File: config.mk
export PLATFORM = sky130hd
export DESIGN_NAME = ufcd_ctrl
export DESIGN_NICKNAME = d
export VERILOG_FILES = /design/src/rtl/core/ufcd_pkg.sv /design/src/rtl/core/ufcd_ctrl.sv
export SDC_FILE = /design/constraint.sdc
export NUM_CORES = 1
export LEC_CHECK = 0
export BUFFER_PORTS_ARGS = -buffer_cell sky130_fd_sc_hd__buf_2
export CORE_AREA = 5 5 42 44
export DETAILED_ROUTE_END_ITERATION = 12
export DIE_AREA = 0 0 47 49
export GPL_ROUTABILITY_DRIVEN = 0
export PLACE_DENSITY = 0.62
export SYNTH_ARGS = -nofsm -noshare
export SYNTH_HDL_FRONTEND = slang
export SYNTH_SLANG_ARGS = --single-unit
File: constraint.sdc
create_clock -name clk -period 1.5 [get_ports clk]
set_clock_uncertainty 0.05 [all_clocks]
set_input_delay 0.075 -clock clk [delete_from_list [all_inputs] [get_ports clk]]
set_output_delay 0.075 -clock clk [all_outputs]
set_load 0.01 [all_outputs]
File: src/rtl/core/ufcd_pkg.sv
// ----------------------------------------------------------------------------
// Union-find cycle detector package
// Shared widths, datapath operation codes and the controller/datapath
// interface structures.
// ----------------------------------------------------------------------------
package ufcd_pkg;

  localparam int VERT_W       = 10;
  localparam int SIZE_W       = 11;
  localparam int NUM_VERTICES = 1 << VERT_W;

  typedef logic [VERT_W-1:0] vert_t;
  typedef logic [SIZE_W-1:0] size_t;

  // Action field codes.
  localparam logic ACT_EDGE  = 1'b0;
  localparam logic ACT_CLEAR = 1'b1;

  // Datapath operations issued by the controller.
  localparam int OP_W = 4;
  typedef logic [OP_W-1:0] op_t;

  localparam op_t OP_NONE   = 4'd0;
  localparam op_t OP_LOAD   = 4'd1;
  localparam op_t OP_START  = 4'd2;
  localparam op_t OP_FIND   = 4'd3;
  localparam op_t OP_COMP   = 4'd4;
  localparam op_t OP_SIZE_A = 4'd5;
  localparam op_t OP_SIZE_B = 4'd6;
  localparam op_t OP_MERGE  = 4'd7;
  localparam op_t OP_EMIT   = 4'd8;
  localparam op_t OP_SWEEP  = 4'd9;

  typedef struct packed {
    op_t  op;
    logic phase_b;  // walk belongs to the second endpoint
  } cmd_t;

  typedef struct packed {
    logic is_clear;    // held item is a clear action
    logic is_error;    // held item has an endpoint out of range
    logic root_hit;    // link just read points at the node itself
    logic at_root;     // compression walker has reached the root
    logic sweep_last;  // clearing sweep is at its final entry
    logic out_free;    // output register can take a result this cycle
  } status_t;

endpackage

File: src/rtl/core/ufcd_ctrl.sv
// ----------------------------------------------------------------------------
// Union-find controller
// Sequences the clearing sweep, the two root walks with path compression,
// the merge and the result handoff.
// ----------------------------------------------------------------------------
module ufcd_ctrl (
  input  logic                  clk,
  input  logic                  rst,
  input  logic                  in_valid,
  output logic                  in_stall,
  input  ufcd_pkg::status_t     status,
  output ufcd_pkg::cmd_t        cmd
);

  import ufcd_pkg::*;

  localparam logic [3:0] S_IDLE  = 4'd0;
  localparam logic [3:0] S_DISP  = 4'd1;
  localparam logic [3:0] S_START = 4'd2;
  localparam logic [3:0] S_FIND  = 4'd3;
  localparam logic [3:0] S_COMP  = 4'd4;
  localparam logic [3:0] S_SZA   = 4'd5;
  localparam logic [3:0] S_SZB   = 4'd6;
  localparam logic [3:0] S_MERGE = 4'd7;
  localparam logic [3:0] S_OUT   = 4'd8;
  localparam logic [3:0] S_CLR   = 4'd9;

  logic [3:0] state, state_next;
  logic       phase, phase_next;

  assign in_stall = (state != S_IDLE);

  always_comb begin
    state_next  = state;
    phase_next  = phase;
    cmd.op      = OP_NONE;
    cmd.phase_b = phase;
    case (state)
      S_IDLE: begin
        if (in_valid) begin
          cmd.op     = OP_LOAD;
          state_next = S_DISP;
        end
      end
      S_DISP: begin
        phase_next = 1'b0;
        if (status.is_clear) begin
          state_next = S_CLR;
        end else if (status.is_error) begin
          state_next = S_OUT;
        end else begin
          state_next = S_START;
        end
      end
      S_START: begin
        cmd.op     = OP_START;
        state_next = S_FIND;
      end
      S_FIND: begin
        cmd.op = OP_FIND;
        if (status.root_hit) begin
          state_next = S_COMP;
        end
      end
      S_COMP: begin
        cmd.op = OP_COMP;
        if (status.at_root) begin
          if (phase) begin
            state_next = S_SZA;
          end else begin
            phase_next = 1'b1;
            state_next = S_START;
          end
        end
      end
      S_SZA: begin
        cmd.op     = OP_SIZE_A;
        state_next = S_SZB;
      end
      S_SZB: begin
        cmd.op     = OP_SIZE_B;
        state_next = S_MERGE;
      end
      S_MERGE: begin
        cmd.op     = OP_MERGE;
        state_next = S_OUT;
      end
      S_OUT: begin
        if (status.out_free) begin
          cmd.op     = OP_EMIT;
          state_next = S_IDLE;
        end
      end
      S_CLR: begin
        cmd.op = OP_SWEEP;
        if (status.sweep_last) begin
          state_next = status.is_clear ? S_OUT : S_IDLE;
        end
      end
      default: begin
        state_next = S_IDLE;
      end
    endcase
  end

  always_ff @(posedge clk) begin
    if (rst) begin
      state <= S_CLR;
      phase <= 1'b0;
    end else begin
      state <= state_next;
      phase <= phase_next;
    end
  end

endmodule

Word-level counts from Yosys, hierarchy flattened
Index checks and enable logic that the tools add are counted.
W data, S select, Z words.

word-level totals
  bits in registers = 5
  bits in latches = 0
  bits in writable memories = 0
  ROM bits = 0
  output and inout port bits = 6
  word-level logic and storage cells = 36
  memories kept = 0

operators by class
  $add $sub $neg = 0
  multipliers = 0
  div/mod/pow operators = 0
  magnitude comparators = 0
  equal/unequal tests = 14
  shift-type cells = 0
  muxes and demuxes = 15
  bitwise operators = 0
  reductions and logical operators = 5

operator list
  cell                  count
  $pmux W4 S10          1
  $mux W4               9
  $pmux W4 S9           1
  $eq A4 B3 Y1 const B  4
  $ne A2 B2 Y1 const B  5
  $eq A4 B2 Y1 const B  2
  $eq A4 B4 Y1 const B  2
  $reduce_and A5 Y1     1
  $eq A4 B1 Y1 const B  1
  $logic_not A4 Y1      1
  $reduce_bool A4 Y1    1
  $mux W3               1
  $mux W1               2
  $pmux W1 S2           1
  $reduce_and A2 Y1     1
  $reduce_bool A2 Y1    1

Logic depth before layout (Yosys ltp)
  depth in word-level cells = 3
  mapped depth = 5

Worst setup path before layout
Ideal clock, no wire load.

  kind = register -> register
  start point = register state[0]
  end point = register state[2]
  setup time = 92 ps
  arrival time = 1117 ps
  path slack = 241 ps
  cell stages (with the launch flop) = 6
  buffers on the path = 1
  cell sequence = dfxtp_1 -> buf_6 -> nand2_4 -> xnor2_1 -> or4_1 -> o32ai_1

between the ends
  word-level cells in the longest chain between the ends = 3
  elaborated cells on any way between the ends = 17
  those cells by class = 14 x eq/ne; 1 x mux; 2 x reduce/logical

RTL lines
  element                               line              source
  start: declaration                    ufcd_ctrl.sv:28   logic [3:0] state, state_next;
  start signal: assignment              ufcd_ctrl.sv:111  state <= state_next;
  $eq A4 B2 Y1 (tied with other cells)  ufcd_ctrl.sv:38   case (state)
  $ne A2 B2 Y1 (no source line)         n/a
  $reduce_and A5 Y1 (no source line)    n/a

Several ways; a longest one is shown, not always the timed one.
A chain may end at the register's enable or synchronous reset.

Worst setup path after layout
Ends and elaborated chain as after synthesis.

==> out/qor.csv <==
stage;metric;value;unit
global_routing;largest net degree at the start of global routing;14;
placed_design;DP HPWL;901.8;um
global_routing;GRT Util Overall;0.1157;
floorplan;Die ar.;2303;um2
layout;storage element area;106.4;um2
logic_synthesis;area of the mapped netlist;454.2;um2
layout;Area Growth Syn to Fin;28.10;%
power_and_ir_drop;leakage power;0.2601;nW
worst_setup_path;slowest library cell on the worst path;or4_1;
placed_design;Post-Place Cells;91;
layout;Non-Filler Instances;95;
drt;post-DR vias/cell;5.232;
floorplan;Die Ht;49;um
sta;Tmin final;1424;ps
layout;layout cells sized above 1;0.3544;
cts;clk root buf;clkbuf_4;
worst_setup_path;CP endpoint kind;flop;
drt;initial drt markers;11;
power_and_ir_drop;Max IR drop VDD;0.4189;mV
global_routing;antenna violations before repair;0;
floorplan;chip width;47;um
layout;Net count, final;89;
logic_synthesis;Ys Warns;0;
sta;Tcrit/Tclk final;0.9491;
min_path;Hold WC Path Type;in2reg;
cts;Clk Latency, worst-skew pair;240;ps
layout;area of the multi-input gates;301.5;um2
sta;FMAX;702.4;MHz
floorplan;area of the core;1401;um2
layout;Inserted Diodes;0;
logic_synthesis;sequential share of the synthesized area;0.2204;
cts;clock buffer depth;2;
worst_setup_path;CP Cell Sequence;buf_6 -> nand2_4 -> xnor2_1 -> or4_1 -> o32ai_1;
cts;CTS clk-pin slew, worst paths;40;ps
sta;headroom to the max-slew limit;0.7329;
cts;CTS tree;built;
run_status;status;finished clean;
worst_setup_path;buffers and inverters on the worst path;1;
worst_setup_path;Top Family by Delay on Critical Path;simple AND/OR/NAND/NOR gates;
logic_synthesis;post-synthesis cell type count;32;
job;MaxCap Viol Count;0;
sta;RSZ-0062 raised after global routing;no;
sta;setup TNS;0;ps
drt;First-pass DRT Iterations;4;
global_routing;first-pass GRT wire length;1.959;mm
drt;routed len/inst;12.75;um
sta;measured slew at the worst slew-check pin;400.1;ps
worst_setup_path;startpoint types;flop;
floorplan;Initial Utilization;0.3241;
sta;final slew viol count;0;
layout;Layout Utilization;0.4152;
drt;ANT nets after route;0;
placed_design;Port Buffers;14;
drt;DR vias;497;
logic_synthesis;Yosys reg bits;5;
worst_setup_path;Required @ worst endpoint;1590;ps
drt;number of remaining DRC errors;0;
cts;CTS H-tree depth;1;
power_and_ir_drop;PD cells;839.8;nW/um2
logic_synthesis;Post-Syn Nets;71;
sta;final setup fails;0;
floorplan;Ports;15;
worst_setup_path;Worst path max stage delay;460;ps
worst_setup_path;kind of critical path;reg2reg;
logic_synthesis;synthesized instance count;62;
layout;Fillers;165;
worst_setup_path;Critical Path AT;1510;ps
global_routing;total grt overflow;0;
global_routing;number of global-route vias before repair;467;
worst_setup_path;Max Fanout on Critical Path;8;
cts;# clock sinks;5;
logic_synthesis;Syn Area/Cell;7.326;um2
floorplan;row cnt;14;
drt;final WL;1.211;mm
cts;TritonCTS Buffers;3;
sta;Hold Vio Cnt, Final;0;
## cell usage in the layout, fill, tap and decap left out, types with 2 or more instances in the layout
| cell | n |
|---|---|
| nor3_1 | 2 |
| buf_2 | 13 |
| dfxtp_2 | 2 |
| nor2b_1 | 2 |
| o21ai_0 | 3 |
| nor2_1 | 7 |
| nand2_1 | 6 |
| buf_6 | 2 |
| buf_4 | 4 |
| clkbuf_4 | 3 |
| nand2b_1 | 2 |
| a21oi_1 | 5 |
| nor3b_1 | 3 |
| dfxtp_1 | 2 |
| o21ai_1 | 2 |
## worst paths after layout
kind / start / end / slack [ps] / depth (start not counted)
max: state[0]$_SDFFE_PP1P_ / state[2]$_SDFFE_PP0P_ / 80 / 5
min: rst / state[1]$_SDFFE_PP0P_ / 2 / 2
max reg2reg: state[0]$_SDFFE_PP1P_ / state[2]$_SDFFE_PP0P_ / 80 / 5
min reg2reg: phase$_SDFFE_PP0P_ / phase$_SDFFE_PP0P_ / 480 / 2
## worst register-to-register path, stage by stage, from the launching register on
cell and delay [ps]:
dfxtp_4 380, buf_6 140, nand2_4 50, xnor2_1 120
or4_1 460, o32ai_1 120
## layer usage
| metal | wire [um] | GRT usage | part of all wire |
|---|---|---|---|
| met4 | 0 | 0.02765 | 0 |
| met1 | 540 | 0.1391 | 0.45 |
| met3 | 94 | 0.05535 | 0.078 |
| met2 | 575 | 0.1810 | 0.47 |
| met5 | 0 | 0 | 0 |
## cells in the mapped netlist
master / instances / share of area
a21oi_1: 5 / 0.055
a311o_1: 1 / 0.022
a41o_1: 1 / 0.022
and3_1: 1 / 0.014
and3b_1: 1 / 0.019
buf_2: 1 / 0.011
buf_4: 2 / 0.033
buf_6: 2 / 0.050
clkbuf_1: 1 / 0.0083
dfxtp_1: 5 / 0.22
inv_1: 1 / 0.0083
inv_4: 1 / 0.014
mux2i_1: 1 / 0.022
nand2_1: 6 / 0.050
nand2_4: 1 / 0.025
nand2b_1: 2 / 0.028
nand3_1: 1 / 0.011
nand3b_1: 1 / 0.017
nand4_1: 1 / 0.014
nor2_1: 7 / 0.058
nor2b_1: 2 / 0.028
nor3_1: 2 / 0.022
nor3b_1: 3 / 0.050
nor4b_1: 1 / 0.019
o211a_1: 1 / 0.022
o211ai_1: 1 / 0.017
o21a_1: 1 / 0.017
o21ai_0: 3 / 0.033
o21ai_1: 2 / 0.022
o32ai_1: 1 / 0.019
or4_1: 2 / 0.033
xnor2_1: 1 / 0.019
## logic make-up (layout without fill, tap and decap cells)
| family | count (synthesis) | in the layout | synth area share |
|---|---|---|---|
| AOI/OAI and AO/OA | 16 | 16 | 0.2287 |
| and+or+nand+nor | 31 | 31 | 0.3857 |
| DFF | 5 | 5 | 0.2204 |
| muxes | 1 | 1 | 0.02204 |
| buffers and inverters | 8 | 25 | 0.1239 |
| xor gates and xnor gates | 1 | 1 | 0.01929 |
## metrics by stage
step	hold slack (ps)	instance area (um2)	total power [mW]	setup WS (ps)
floorplan	94.07	454.2	0.2677	240.8
global placement	270.8	535.5	0.3204	81.74
detailed placement	266.6	535.5	0.3200	45.98
CTS	4.398	573.1	0.4902	13.02
global route	4.986	581.8	0.5204	19.95
finish	2.354	581.8	0.4886	76.37
## repair_timing
| action | CTS | global route |
|---|---|---|
| buffers inserted | 1 | 0 |
| pin swaps | 0 | 0 |
| resized for setup | 2 | 5 |
| cloned | 0 | 0 |
| endpoints found under the setup margin | 1 | 4 |
| hold buffers | 0 | 0 |
| endpoints found under the hold margin | 0 | 0 |
## area by class of cell
type                            count  share of cell area
Timing Repair Buffer               19              0.2022
Tap cell                           16             0.03441
Multi-Input combinational cell     49              0.5183
Clock buffer                        4             0.04516
Inverter                            2             0.01720
Sequential cell                     5              0.1828
## flip-flops by register name, summed over array words and instances (netlist names)
signal and cells:
state 4, phase 1
## power by group
group / internal, mW / switching, mW
Clock: 0.101 / 0.0580
Sequential: 0.144 / 0.0241
Combinational: 0.0839 / 0.0779
Total: 0.329 / 0.160
Note: power is estimated with default switching activity, not from simulation.
